`src/hdl/ptom_pkg.sv`:
```
// Shared types and codes for the price-time order matcher.
`default_nettype none
package ptom_pkg;

  // Request queue depth between front and back
  localparam int unsigned QDEPTH = 4;

  typedef enum logic [1:0] {
    TIF_GTC = 2'd0,
    TIF_IOC = 2'd1,
    TIF_FOK = 2'd2,
    TIF_MKT = 2'd3
  } tif_t;

  typedef enum logic [2:0] {
    EV_ACCEPTED  = 3'd0,
    EV_REJECTED  = 3'd1,
    EV_TRADE     = 3'd2,
    EV_FILLED    = 3'd3,
    EV_CANCELLED = 3'd4
  } ev_type_t;

  typedef enum logic [2:0] {
    RSN_NONE      = 3'd0,
    RSN_ZERO_QTY  = 3'd1,
    RSN_DUP_ID    = 3'd2,
    RSN_NO_QTY    = 3'd3,
    RSN_UNKNOWN   = 3'd4,
    RSN_BOOK_FULL = 3'd5
  } rsn_t;

  typedef enum logic [3:0] {
    ST_IDLE,
    ST_SCAN,
    ST_DECIDE,
    ST_MATCH,
    ST_FILL1,
    ST_FILL2,
    ST_REMAIN,
    ST_FINISH
  } eng_state_t;

  // Classified request as held in the queue
  typedef struct packed {
    logic        is_cancel;
    logic [31:0] req_id;
    logic        side;
    tif_t        tif;
    logic [31:0] price;
    logic [31:0] qty;
  } req_t;

  // One event as produced by the engine
  typedef struct packed {
    ev_type_t    etype;
    logic [31:0] oid;
    logic [31:0] cid;
    logic [31:0] price;
    logic [31:0] qty;
    rsn_t        reason;
  } evt_t;

  // Push control from engine to output stage
  typedef struct packed {
    logic push;
    logic last;
  } evt_ctl_t;

endpackage
`default_nettype wire

```
`src/hdl/ptom_front.sv`:
```
// Front end: takes request beats, classifies them and queues them for the engine.
`default_nettype none
module ptom_front (
  input  wire logic          clk,
  input  wire logic          rst_n,
  input  wire logic          in_tvalid,
  output logic               in_tready,
  input  wire logic [103:0]  in_tdata,
  input  wire logic [0:0]    in_tuser,
  output logic               q_valid,
  output ptom_pkg::req_t     q_head,
  input  wire logic          q_pop
);
  import ptom_pkg::*;

  localparam int unsigned PW = $clog2(QDEPTH);

  req_t            q_mem_r [QDEPTH];
  logic [PW-1:0]   wr_ptr_r, rd_ptr_r;
  logic [PW:0]     cnt_r;
  req_t            in_req;
  logic            push, pop;

  // Unpack and classify the incoming beat
  always_comb begin
    in_req.is_cancel = in_tuser[0];
    in_req.req_id    = in_tdata[31:0];
    in_req.side      = in_tdata[32];
    in_req.tif       = tif_t'(in_tdata[34:33]);
    in_req.price     = in_tdata[66:35];
    in_req.qty       = in_tdata[98:67];
  end

  assign in_tready = (cnt_r != (PW+1)'(QDEPTH));
  assign push      = in_tvalid && in_tready;
  assign q_valid   = (cnt_r != '0);
  assign pop       = q_pop && q_valid;
  assign q_head    = q_mem_r[rd_ptr_r];

  // Queue storage
  always_ff @(posedge clk) begin
    if (push) begin
      q_mem_r[wr_ptr_r] <= in_req;
    end
  end

  // Queue pointers
  always_ff @(posedge clk) begin
    if (!rst_n) begin
      wr_ptr_r <= '0;
      rd_ptr_r <= '0;
      cnt_r    <= '0;
    end else begin
      if (push) wr_ptr_r <= wr_ptr_r + 1'b1;
      if (pop)  rd_ptr_r <= rd_ptr_r + 1'b1;
      if (push && !pop) cnt_r <= cnt_r + 1'b1;
      else if (pop && !push) cnt_r <= cnt_r - 1'b1;
    end
  end

endmodule
`default_nettype wire

```
`src/hdl/ptom_out_stage.sv`:
```
// Output register: holds one event beat and stamps the sequence number.
`default_nettype none
module ptom_out_stage (
  input  wire logic           clk,
  input  wire logic           rst_n,
  input  wire ptom_pkg::evt_t ev,
  input  wire ptom_pkg::evt_ctl_t ctl,
  output logic                out_free,
  output logic                out_tvalid,
  input  wire logic           out_tready,
  output logic [167:0]        out_tdata,
  output logic [2:0]          out_tuser,
  output logic                out_tlast
);
  import ptom_pkg::*;

  logic        valid_r;
  logic [31:0] seq_r;
  logic [31:0] seq_out_r;
  evt_t        ev_r;
  logic        last_r;

  assign out_free   = !valid_r || out_tready;
  assign out_tvalid = valid_r;
  assign out_tuser  = ev_r.etype;
  assign out_tlast  = last_r;
  assign out_tdata  = {5'd0, ev_r.reason, ev_r.qty, ev_r.price, ev_r.cid, ev_r.oid,
                       seq_out_r};

  // Payload
  always_ff @(posedge clk) begin
    if (ctl.push) begin
      ev_r      <= ev;
      last_r    <= ctl.last;
      seq_out_r <= seq_r + 32'd1;
    end
  end

  // Valid and running sequence count
  always_ff @(posedge clk) begin
    if (!rst_n) begin
      valid_r <= 1'b0;
      seq_r   <= '0;
    end else begin
      if (ctl.push) begin
        valid_r <= 1'b1;
        seq_r   <= seq_r + 32'd1;
      end else if (out_tready) begin
        valid_r <= 1'b0;
      end
    end
  end

endmodule
`default_nettype wire

```
`src/hdl/ptom_engine.sv`:
```
// Back end: slot store, serial scans, matching sequencer and event ordering.
`default_nettype none
module ptom_engine #(
  parameter int unsigned BOOK_SLOTS = 16
) (
  input  wire logic            clk,
  input  wire logic            rst_n,
  input  wire logic            q_valid,
  input  wire ptom_pkg::req_t  q_head,
  output logic                 q_pop,
  input  wire logic            out_free,
  output ptom_pkg::evt_t       out_ev,
  output ptom_pkg::evt_ctl_t   out_ctl
);
  import ptom_pkg::*;

  localparam int unsigned IW = $clog2(BOOK_SLOTS);
  localparam logic [IW-1:0] LAST_IDX = IW'(BOOK_SLOTS - 1);

  // Slot store
  logic        sv_r    [BOOK_SLOTS];
  logic [31:0] s_id_r  [BOOK_SLOTS];
  logic        s_side_r[BOOK_SLOTS];
  logic [31:0] s_prc_r [BOOK_SLOTS];
  logic [31:0] s_qty_r [BOOK_SLOTS];
  logic [31:0] s_arr_r [BOOK_SLOTS];

  eng_state_t  state_r, state_nxt;
  req_t        req_r;
  logic        first_r;
  logic [IW-1:0] idx_r;
  logic [31:0] arrival_r;
  logic [31:0] rem_r;

  // Scan results
  logic          fnd_r;
  logic [IW-1:0] fidx_r;
  logic [31:0]   fprc_r, fqty_r;
  logic          free_v_r;
  logic [IW-1:0] free_idx_r;
  logic [32:0]   sum_r;
  logic          best_v_r;
  logic [IW-1:0] best_idx_r;
  logic [31:0]   best_prc_r, best_qty_r, best_id_r, best_age_r;

  // Pending event, held until the next one tells whether it was last
  logic        pend_v_r;
  evt_t        pend_r;

  // Scan element decode
  logic        c_v, c_side;
  logic [31:0] c_id, c_prc, c_qty, c_age;
  logic        c_match, c_opp, c_cross, c_better;
  logic [32:0] sum_add;
  logic        rs, buy;

  // Decision decode
  logic        fok_short, best_cross, q_gt, q_lt;
  logic        can_gen, gen_need, gen_fire, fin_fire, step_ok;
  evt_t        gen_ev;

  assign rs  = ~req_r.side;
  assign buy = ~req_r.side;

  always_comb begin
    c_v     = sv_r[idx_r];
    c_side  = s_side_r[idx_r];
    c_id    = s_id_r[idx_r];
    c_prc   = s_prc_r[idx_r];
    c_qty   = s_qty_r[idx_r];
    c_age   = arrival_r - s_arr_r[idx_r];
    c_match = c_v && (c_id == req_r.req_id);
    c_opp   = c_v && (c_side == rs);
    c_cross = buy ? (c_prc <= req_r.price) : (c_prc >= req_r.price);
    if (!best_v_r) begin
      c_better = 1'b1;
    end else if (c_prc != best_prc_r) begin
      c_better = rs ? (c_prc < best_prc_r) : (c_prc > best_prc_r);
    end else begin
      c_better = (c_age > best_age_r);
    end
    sum_add = sum_r + {1'b0, c_qty};
  end

  always_comb begin
    fok_short  = !sum_r[32] && (sum_r[31:0] < req_r.qty);
    best_cross = best_v_r && ((req_r.tif == TIF_MKT) ||
                 (buy ? (best_prc_r <= req_r.price) : (best_prc_r >= req_r.price)));
    q_gt       = best_qty_r > rem_r;
    q_lt       = best_qty_r < rem_r;
    can_gen    = !pend_v_r || out_free;
  end

  // Event generation per state
  always_comb begin
    gen_need = 1'b0;
    gen_ev   = '{etype: EV_REJECTED, oid: req_r.req_id, cid: 32'd0,
                 price: req_r.price, qty: req_r.qty, reason: RSN_NONE};
    unique case (state_r)
      ST_DECIDE: begin
        gen_need = 1'b1;
        if (req_r.is_cancel) begin
          if (fnd_r) begin
            gen_ev.etype = EV_CANCELLED;
            gen_ev.price = fprc_r;
            gen_ev.qty   = fqty_r;
          end else begin
            gen_ev.price  = 32'd0;
            gen_ev.qty    = 32'd0;
            gen_ev.reason = RSN_UNKNOWN;
          end
        end else if (req_r.qty == 32'd0) begin
          gen_ev.reason = RSN_ZERO_QTY;
        end else if (fnd_r) begin
          gen_ev.reason = RSN_DUP_ID;
        end else if (req_r.tif == TIF_FOK && fok_short) begin
          gen_ev.reason = RSN_NO_QTY;
        end else begin
          gen_ev.etype = EV_ACCEPTED;
        end
      end
      ST_MATCH: begin
        gen_need     = (rem_r != 32'd0) && best_cross;
        gen_ev.etype = EV_TRADE;
        gen_ev.cid   = best_id_r;
        gen_ev.price = best_prc_r;
        gen_ev.qty   = q_gt ? rem_r : best_qty_r;
      end
      ST_FILL1: begin
        gen_need     = 1'b1;
        gen_ev.etype = EV_FILLED;
        gen_ev.price = best_prc_r;
        if (q_gt) begin
          gen_ev.cid = best_id_r;
          gen_ev.qty = rem_r;
        end else begin
          gen_ev.oid = best_id_r;
          gen_ev.cid = req_r.req_id;
          gen_ev.qty = best_qty_r;
        end
      end
      ST_FILL2: begin
        gen_need     = 1'b1;
        gen_ev.etype = EV_FILLED;
        gen_ev.cid   = best_id_r;
        gen_ev.price = best_prc_r;
        gen_ev.qty   = best_qty_r;
      end
      ST_REMAIN: begin
        gen_ev.etype = EV_CANCELLED;
        gen_ev.qty   = rem_r;
        if (rem_r != 32'd0) begin
          if (req_r.tif == TIF_GTC) begin
            gen_need      = !free_v_r;
            gen_ev.reason = RSN_BOOK_FULL;
          end else if (req_r.tif == TIF_IOC || req_r.tif == TIF_MKT) begin
            gen_need = 1'b1;
          end
        end
      end
      default: ;
    endcase
    gen_fire = gen_need && can_gen;
    fin_fire = (state_r == ST_FINISH) && out_free;
    step_ok  = !gen_need || can_gen;
  end

  assign q_pop         = (state_r == ST_IDLE) && q_valid;
  assign out_ev        = pend_r;
  assign out_ctl.push  = (gen_fire && pend_v_r) || fin_fire;
  assign out_ctl.last  = fin_fire;

  // Next state; a rescan after a consumed resting order goes straight back to matching
  always_comb begin
    state_nxt = state_r;
    unique case (state_r)
      ST_IDLE:   if (q_valid) state_nxt = ST_SCAN;
      ST_SCAN:   if (idx_r == LAST_IDX) state_nxt = first_r ? ST_DECIDE : ST_MATCH;
      ST_DECIDE: begin
        if (step_ok) begin
          if (!req_r.is_cancel && req_r.qty != 32'd0 && !fnd_r &&
              !(req_r.tif == TIF_FOK && fok_short)) begin
            state_nxt = ST_MATCH;
          end else begin
            state_nxt = ST_FINISH;
          end
        end
      end
      ST_MATCH:  if (step_ok) state_nxt = gen_need ? ST_FILL1 : ST_REMAIN;
      ST_FILL1: begin
        if (step_ok) begin
          if (q_gt)      state_nxt = ST_REMAIN;
          else if (q_lt) state_nxt = ST_SCAN;
          else           state_nxt = ST_FILL2;
        end
      end
      ST_FILL2:  if (step_ok) state_nxt = ST_REMAIN;
      ST_REMAIN: if (step_ok) state_nxt = ST_FINISH;
      ST_FINISH: if (out_free) state_nxt = ST_IDLE;
      default:   state_nxt = ST_IDLE;
    endcase
  end

  // Control registers
  always_ff @(posedge clk) begin
    if (!rst_n) begin
      state_r   <= ST_IDLE;
      pend_v_r  <= 1'b0;
      arrival_r <= '0;
      for (int i = 0; i < BOOK_SLOTS; i++) sv_r[i] <= 1'b0;
    end else begin
      state_r <= state_nxt;
      if (gen_fire) pend_v_r <= 1'b1;
      else if (fin_fire) pend_v_r <= 1'b0;
      // Valid bit updates
      if (state_r == ST_DECIDE && step_ok && req_r.is_cancel && fnd_r) begin
        sv_r[fidx_r] <= 1'b0;
      end
      if (state_r == ST_FILL1 && step_ok && !q_gt) begin
        sv_r[best_idx_r] <= 1'b0;
      end
      if (state_r == ST_REMAIN && rem_r != 32'd0 && req_r.tif == TIF_GTC && free_v_r) begin
        sv_r[free_idx_r] <= 1'b1;
        arrival_r        <= arrival_r + 32'd1;
      end
    end
  end

  // Datapath registers
  always_ff @(posedge clk) begin
    if (gen_fire) pend_r <= gen_ev;
    if (state_r == ST_IDLE && q_valid) begin
      req_r   <= q_head;
      first_r <= 1'b1;
    end
    // Scan start clears accumulators
    if ((state_r == ST_IDLE && q_valid) ||
        (state_r == ST_FILL1 && step_ok && q_lt)) begin
      idx_r    <= '0;
      fnd_r    <= 1'b0;
      free_v_r <= 1'b0;
      sum_r    <= '0;
      best_v_r <= 1'b0;
    end
    if (state_r == ST_SCAN) begin
      idx_r <= idx_r + 1'b1;
      if (c_match && !fnd_r) begin
        fnd_r  <= 1'b1;
        fidx_r <= idx_r;
        fprc_r <= c_prc;
        fqty_r <= c_qty;
      end
      if (!c_v && !free_v_r) begin
        free_v_r   <= 1'b1;
        free_idx_r <= idx_r;
      end
      if (c_opp && c_cross) begin
        sum_r <= sum_add[32] ? 33'h1_0000_0000 : sum_add;
      end
      if (c_opp && c_better) begin
        best_v_r   <= 1'b1;
        best_idx_r <= idx_r;
        best_prc_r <= c_prc;
        best_qty_r <= c_qty;
        best_id_r  <= c_id;
        best_age_r <= c_age;
      end
    end
    if (state_r == ST_DECIDE && first_r) begin
      rem_r   <= req_r.qty;
      first_r <= 1'b0;
    end
    // Match bookkeeping
    if (state_r == ST_FILL1 && step_ok) begin
      if (q_gt) begin
        s_qty_r[best_idx_r] <= best_qty_r - rem_r;
        rem_r               <= '0;
      end else begin
        rem_r <= rem_r - best_qty_r;
      end
    end
    // Rest a good-till-cancel remainder
    if (state_r == ST_REMAIN && rem_r != 32'd0 && req_r.tif == TIF_GTC && free_v_r) begin
      s_id_r[free_idx_r]   <= req_r.req_id;
      s_side_r[free_idx_r] <= req_r.side;
      s_prc_r[free_idx_r]  <= req_r.price;
      s_qty_r[free_idx_r]  <= rem_r;
      s_arr_r[free_idx_r]  <= arrival_r;
    end
  end

`ifndef ASSERT_OFF
  a_scan_range: assert property (@(posedge clk) disable iff (!rst_n)
    state_r == ST_SCAN |-> idx_r <= LAST_IDX)
    else $error("scan index out of range");
  a_push_free: assert property (@(posedge clk) disable iff (!rst_n)
    out_ctl.push |-> out_free)
    else $error("event pushed into a busy output register");
  a_idle_empty: assert property (@(posedge clk) disable iff (!rst_n)
    state_r == ST_IDLE |-> !pend_v_r)
    else $error("pending event left over at idle");
  a_finish_pend: assert property (@(posedge clk) disable iff (!rst_n)
    state_r == ST_FINISH |-> pend_v_r)
    else $error("request finished without an event");
`endif

endmodule
`default_nettype wire

```
`src/hdl/price_time_order_matcher.sv`:
```
// Top level of the price-time priority order matcher.
`default_nettype none
// A request beat on the in_ side is queued (four deep) and then executed by a
// sequencer that walks the BOOK_SLOTS-entry order book one slot per cycle.
// A cancel or a rejected submit passes through pick-up, scan, decision and
// final beat. An accepted submit adds a match and a remainder step without a
// trade, a match, a fill and a remainder step with a partial fill, and a match,
// a first and a second fill and a remainder step when it exactly fills a resting
// order. Every resting order that a submit consumes while quantity is left
// adds another scan plus match and fill. A stalled sink holds the sequencer
// at its next event beat, and the queue keeps taking requests meanwhile.
// Events of a request leave in order with out_tlast on the last one; the
// sequence number starts at 1.
module price_time_order_matcher #(
  parameter int unsigned BOOK_SLOTS = 16
) (
  input  wire logic          clk,
  input  wire logic          rst_n,
  input  wire logic          in_tvalid,
  output logic               in_tready,
  // req_id[31:0], side[32], time_in_force[34:33], limit_price[66:35],
  // order_quantity[98:67], zero fill
  input  wire logic [103:0]  in_tdata,
  // req_type[0]
  input  wire logic [0:0]    in_tuser,
  output logic               out_tvalid,
  input  wire logic          out_tready,
  // sequence_number[31:0], event_order_id[63:32], counter_order_id[95:64],
  // event_price[127:96], event_quantity[159:128], reject_reason[162:160], zero fill
  output logic [167:0]       out_tdata,
  // event_type[2:0]
  output logic [2:0]         out_tuser,
  // last_event
  output logic               out_tlast
);
  import ptom_pkg::*;

  logic     q_valid, q_pop, out_free;
  req_t     q_head;
  evt_t     ev;
  evt_ctl_t ctl;

  ptom_front u_front (
    .clk, .rst_n, .in_tvalid, .in_tready, .in_tdata, .in_tuser,
    .q_valid, .q_head, .q_pop
  );

  ptom_engine #(.BOOK_SLOTS(BOOK_SLOTS)) u_engine (
    .clk, .rst_n, .q_valid, .q_head, .q_pop, .out_free,
    .out_ev(ev), .out_ctl(ctl)
  );

  ptom_out_stage u_out (
    .clk, .rst_n, .ev, .ctl, .out_free,
    .out_tvalid, .out_tready, .out_tdata, .out_tuser, .out_tlast
  );

endmodule
`default_nettype wire
```
`config.mk`:
```
export PLATFORM = sky130hd
export DESIGN_NAME = price_time_order_matcher
export DESIGN_NICKNAME = d
export VERILOG_FILES = /design/src/hdl/ptom_pkg.sv /design/src/hdl/ptom_front.sv /design/src/hdl/ptom_out_stage.sv /design/src/hdl/ptom_engine.sv /design/src/hdl/price_time_order_matcher.sv
export SDC_FILE = /design/constraint.sdc
export NUM_CORES = 2
export LEC_CHECK = 0
export BUFFER_PORTS_ARGS = -buffer_cell sky130_fd_sc_hd__buf_2
export CORE_MARGIN = 4
export CORE_UTILIZATION = 55
export DETAILED_ROUTE_END_ITERATION = 16
export PLACE_DENSITY_LB_ADDON = 0.3
export SETUP_SLACK_MARGIN = 0.05
export SYNTH_ARGS = -nofsm -noshare
export SYNTH_HDL_FRONTEND = slang
export SYNTH_SLANG_ARGS = --single-unit
```
`constraint.sdc`:
```
create_clock -name clk -period 16.5 [get_ports clk]
set_input_delay 0.825 -clock clk [delete_from_list [all_inputs] [get_ports clk]]
set_output_delay 0.825 -clock clk [all_outputs]
set_load 0.05 [all_outputs]
```
==> impl_metrics.csv <==
group,metric,value,unit
outcome,result_of_the_run,"completed",
cells_and_area,syn2layout_area_growth,12.3,%
placement,port_buffers,272,
die,top_level_ports,283,
route,drt-wirelength-per-cell,29.4,um
global_route,pin_count_of_the_biggest_net_entering_global_routing,117,
route,routed_via_density,6.38,
clock_tree,tritoncts_clock_tree,"built",
placement,routabilityCongestion,0.930,
clock_tree,path_clk_slew,60,ps
timing,final_max_slew_viol_count,0,
timing,post-route-min-period,10010,ps
synthesis,number_of_warnings_issued_by_yosys,0,
clock_tree,cts.hold.buffers_added,0,
clock_tree,postCtsResizedCells,0,
timing,maxSlewHeadroom,0.172,
synthesis,ys_dominant_reg_cell,"sky130_fd_sc_hd__edfxtp_1",
cells_and_area,final_cell_count_no_fill,10800,
placement,placed_cell_area,137000,sq um
synthesis,asyncSetResetFlopFracSynth,0,
timing,rsz0062_at_grt,"false",
cells_and_area,share_of_cells_above_drive_strength_1,0.229,
power,total_switching_power,7.35,mW
worst_setup_path,cp_slowest_stage_delay,880,ps
die,number_of_rows_in_the_core_area,179,
worst_setup_path,critPathSlowestCell,"sky130_fd_sc_hd__buf_4",
placement,dp_hpwl,185000,um
worst_setup_path,timing.critical_path.fanout_max,62,
worst_setup_path,path_class,"flop to flop",
worst_setup_path,cp.required,17040,ps
clock_tree,cts.sink_count,3238,
power,vdd_drop_max,120,uV
power,power.share.switching,0.301,
worst_setup_path,cp_common_cell,"sky130_fd_sc_hd__buf_4",
timing,final_hold_slack,97.6,ps
worst_setup_path,cpLargestDelayFamily,"compound AO/OA/AOI/OAI gates",
worst_setup_path,start_kind,"flop",
worst_setup_path,ff2ff_setup_slack,6490,ps
timing,tightestPinTransition,1240,ps
route,drtIter0Drc,8169,
run,drv.max_cap_violation_count,0,
route,detail-route-antenna-nets,0,
placement,placed_cells_incl_taps,10200,
global_route,antenna_found_initial,13,
min_path,min_path_type,"input pin to flop",
power,power.static_leakage,49.3,nW
global_route,grt_first_pass_wirelength,465000,um
die,initial_core_util,0.553,
cells_and_area,final_cell_area,148000,sq um
clock_tree,postCtsSetupBuffers,0,
synthesis,ys_ff_latch,3238,
clock_tree,cts.htree.levels,5,
worst_setup_path,end_kind,"flop",
synthesis,synth_enable_flop_cells,3105,
synthesis,synthCells,6913,
clock_tree,insertion_delay,950,ps
worst_setup_path,r2r_cells,26,
power,sequentialPowerShare,0.457,
cells_and_area,final_util,0.621,
synthesis,synth_seq_area_share,0.728,
timing,hold_viol,0,
die,die_area,247000,sq um
power,power.share.combinational,0.246,
worst_setup_path,path_depth,26,
die,core,238000,sq um
clock_tree,cts_inserted_buffers,332,
power,clkPwrFrac,0.297,
route,first_pass_iters,7,
route,vias,68700,
timing,fin_tns_setup,0,ps
cells_and_area,fin_nets,7773,
worst_setup_path,worst_setup_path_endpoint,"u_engine.best_id_r[29]",
synthesis,syn_area_per_cell,19.0,sq um
timing,final.setup_skew,46.5,ps
clock_tree,cts_root_buf,"sky130_fd_sc_hd__clkbuf_16",
synthesis,netlist_area_before_placement,132000,sq um
timing,part_of_the_cycle_the_worst_path_needs,0.607,
route,routed_wirelength,317000,um
worst_setup_path,worst_r2r_endpoint,"u_engine.best_id_r[29]",
global_route,via_count_of_the_first_global_routing_pass,69000,
power,internal-power,17.1,mW
timing,setup_viol,0,
die,die_w,497,um
global_route,global_route.overflow_total,0,
clock_tree,cts.path.max_buffers,4,
die,die-height,497,um
cells_and_area,layout.filler_cells,16200,
route,number_of_design_rule_violations_left_after_detail_routing,0,
synthesis,synth.distinct_cells,88,
power,power.density,166,nW/um^2
worst_setup_path,crit_buf_inv,5,
global_route,global_route.usage.total,0.254,
worst_setup_path,cp.arrival,10550,ps
timing,max_clock_freq,99.9,MHz
how the worst min path moves through the flow:
| stage | from | to | slack (ps) | depth (start not counted) |
|---|---|---|---|---|
| floorplan | u_engine.out_ev[39] | u_out.out_tdata[100] | 400 | 0 |
| CTS | in_tdata[70] | u_front.q_mem_r[1][3] | 30 | 1 |
| detailed placement | u_engine.out_ev[119] | u_out.out_tdata[52] | 400 | 0 |
| global placement | u_engine.out_ev[73] | u_out.out_tdata[70] | 400 | 0 |
| global route | in_tdata[28] | u_front.q_mem_r[1][95] | 50 | 1 |
| finish | in_tdata[28] | u_front.q_mem_r[1][95] | 100 | 1 |
cell type report:
| cell class | instances | area [sq um] | share of cell area |
|---|---|---|---|
| antenna | 4 | 10.0 | 0.0000677 |
| clock buffer | 400 | 8790 | 0.0595 |
| clock inverter | 177 | 1670 | 0.0113 |
| inverter | 312 | 1180 | 0.00798 |
| multi-input combinational | 3060 | 33700 | 0.228 |
| sequential | 3238 | 95900 | 0.649 |
| tap | 3167 | 3960 | 0.0268 |
| timing repair buffer | 422 | 2550 | 0.0173 |
synth_stat cells (32+ instances only):
| library cell | number | area [sq um] |
|---|---|---|
| sky130_fd_sc_hd__a211oi_1 | 53 | 398 |
| sky130_fd_sc_hd__buf_2 | 68 | 340 |
| sky130_fd_sc_hd__or3_1 | 33 | 206 |
| sky130_fd_sc_hd__a21oi_1 | 218 | 1090 |
| sky130_fd_sc_hd__clkbuf_1 | 166 | 623 |
| sky130_fd_sc_hd__xnor2_1 | 129 | 1130 |
| sky130_fd_sc_hd__nor3_1 | 49 | 245 |
| sky130_fd_sc_hd__nand2b_1 | 33 | 206 |
| sky130_fd_sc_hd__o21ai_0 | 119 | 596 |
| sky130_fd_sc_hd__mux2i_1 | 63 | 631 |
| sky130_fd_sc_hd__and3_1 | 32 | 200 |
| sky130_fd_sc_hd__nand2_1 | 195 | 732 |
| sky130_fd_sc_hd__nor2b_1 | 57 | 357 |
| sky130_fd_sc_hd__nor2_1 | 214 | 803 |
| sky130_fd_sc_hd__mux2_2 | 33 | 372 |
| sky130_fd_sc_hd__nand3_1 | 59 | 295 |
| sky130_fd_sc_hd__o211ai_1 | 39 | 293 |
| sky130_fd_sc_hd__mux4_2 | 724 | 16300 |
| sky130_fd_sc_hd__a222oi_1 | 64 | 641 |
| sky130_fd_sc_hd__a21o_1 | 97 | 728 |
| sky130_fd_sc_hd__xor2_1 | 78 | 683 |
| sky130_fd_sc_hd__buf_1 | 58 | 218 |
| sky130_fd_sc_hd__inv_1 | 312 | 1170 |
| sky130_fd_sc_hd__edfxtp_1 | 3105 | 93200 |
| sky130_fd_sc_hd__nand4_1 | 55 | 344 |
| sky130_fd_sc_hd__dfxtp_1 | 133 | 2660 |
| sky130_fd_sc_hd__a22o_1 | 63 | 552 |
| sky130_fd_sc_hd__ha_1 | 293 | 3670 |
sequential cells by signal (all words and copies together), names as in the netlist, 32 cells and up, named ones only:
name                 flops
u_front.q_mem_r        400
u_out.seq_r             32
u_engine.req_r         100
u_engine.fqty_r         32
u_engine.s_qty_r       512
u_engine.best_id_r      32
u_engine.s_id_r        512
u_engine.s_prc_r       512
u_out.out_tdata        131
u_engine.best_prc_r     32
u_engine.best_qty_r     32
u_engine.s_arr_r       512
u_engine.out_ev        134
u_engine.rem_r          32
u_engine.sum_r          33
u_out.seq_out_r         32
u_engine.arrival_r      32
u_engine.best_age_r     32
u_engine.fprc_r         32
power by group through the flow:
stage / Clock (mW) / Sequential [mW] / Combinational (mW)
after global routing: 7.75 / 11.3 / 6.48
final: 7.27 / 11.2 / 6.01
after detailed placement: 0 / 11.3 / 6.01
after CTS: 7.38 / 11.2 / 6.06
after floorplan: 0 / 11.1 / 4.17
after global placement: 0 / 11.3 / 5.91
cells in the final DEF (no fill, tap or decap), types with 39 or more instances in the layout:
| cell | count |
|---|---|
| sky130_fd_sc_hd__nand4_1 | 55 |
| sky130_fd_sc_hd__o21ai_0 | 118 |
| sky130_fd_sc_hd__clkbuf_1 | 54 |
| sky130_fd_sc_hd__dfxtp_1 | 127 |
| sky130_fd_sc_hd__nand2_1 | 195 |
| sky130_fd_sc_hd__a22o_1 | 63 |
| sky130_fd_sc_hd__ha_1 | 293 |
| sky130_fd_sc_hd__inv_1 | 310 |
| sky130_fd_sc_hd__a211oi_1 | 53 |
| sky130_fd_sc_hd__mux2i_1 | 63 |
| sky130_fd_sc_hd__a21o_1 | 97 |
| sky130_fd_sc_hd__xnor2_1 | 129 |
| sky130_fd_sc_hd__nor2b_1 | 57 |
| sky130_fd_sc_hd__nor2_1 | 184 |
| sky130_fd_sc_hd__o211ai_1 | 39 |
| sky130_fd_sc_hd__nor3_1 | 43 |
| sky130_fd_sc_hd__buf_2 | 272 |
| sky130_fd_sc_hd__clkbuf_16 | 340 |
| sky130_fd_sc_hd__a222oi_1 | 64 |
| sky130_fd_sc_hd__edfxtp_1 | 3105 |
| sky130_fd_sc_hd__clkinv_1 | 65 |
| sky130_fd_sc_hd__xor2_1 | 78 |
| sky130_fd_sc_hd__buf_4 | 145 |
| sky130_fd_sc_hd__clkinv_2 | 52 |
| sky130_fd_sc_hd__mux4_2 | 724 |
| sky130_fd_sc_hd__nand3_1 | 59 |
| sky130_fd_sc_hd__a21oi_1 | 215 |
routing by layer:
metal | share of wire | wire (um) | GRT usage | vias up
li1 | - | - | - | 29000
met1 | 0.40 | 127000 | 0.366 | 35800
met2 | 0.48 | 153000 | 0.405 | 3285
met3 | 0.086 | 27200 | 0.0416 | 565
met4 | 0.031 | 9660 | 0.0754 | 8
met5 | 0.00014 | 43 | 0 | -
cells by family after synthesis:
| logic type | Yosys count | share of synthesized area |
|---|---|---|
| DFF | 3238 | 0.728 |
| AOI/OAI and AO/OA | 901 | 0.0479 |
| and+or+nand+nor | 829 | 0.0312 |
| muxes | 820 | 0.131 |
| buffers and inverters | 619 | 0.0187 |
| adders and majority gates | 298 | 0.0286 |
| xor gates and xnor gates | 207 | 0.0138 |
| other | 1 | 0.0000285 |
per-stage QoR:
step                      power [mW]  setup WS [ps]
after floorplan                 15.3           3570
final                           24.5           6490
after CTS                       24.6           6250
after detailed placement        17.3           6270
after global placement          17.2           6250
after global routing            25.5           5610
worst reg2reg max path, cell delays in order (launching register included):
cell	delay, ps
sky130_fd_sc_hd__dfxtp_4	690
sky130_fd_sc_hd__buf_4	710
sky130_fd_sc_hd__buf_4	950
sky130_fd_sc_hd__mux4_2	630
sky130_fd_sc_hd__mux4_2	460
sky130_fd_sc_hd__inv_1	110
sky130_fd_sc_hd__ha_1	300
sky130_fd_sc_hd__a21o_1	190
sky130_fd_sc_hd__a31oi_1	160
sky130_fd_sc_hd__o21ai_0	140
sky130_fd_sc_hd__a211oi_1	510
sky130_fd_sc_hd__o31ai_1	250
sky130_fd_sc_hd__a2111oi_0	710
sky130_fd_sc_hd__o31ai_1	200
sky130_fd_sc_hd__a21o_1	220
sky130_fd_sc_hd__a21oi_1	170
sky130_fd_sc_hd__xnor2_1	120
sky130_fd_sc_hd__ha_1	320
sky130_fd_sc_hd__nand3_1	100
sky130_fd_sc_hd__nor2_1	120
sky130_fd_sc_hd__nand2_1	100
sky130_fd_sc_hd__a31oi_1	150
sky130_fd_sc_hd__o22a_1	370
sky130_fd_sc_hd__o22ai_1	180
sky130_fd_sc_hd__o31ai_4	200
sky130_fd_sc_hd__buf_4	610
sky130_fd_sc_hd__buf_4	900
Note: power is estimated with default switching activity, not from simulation.
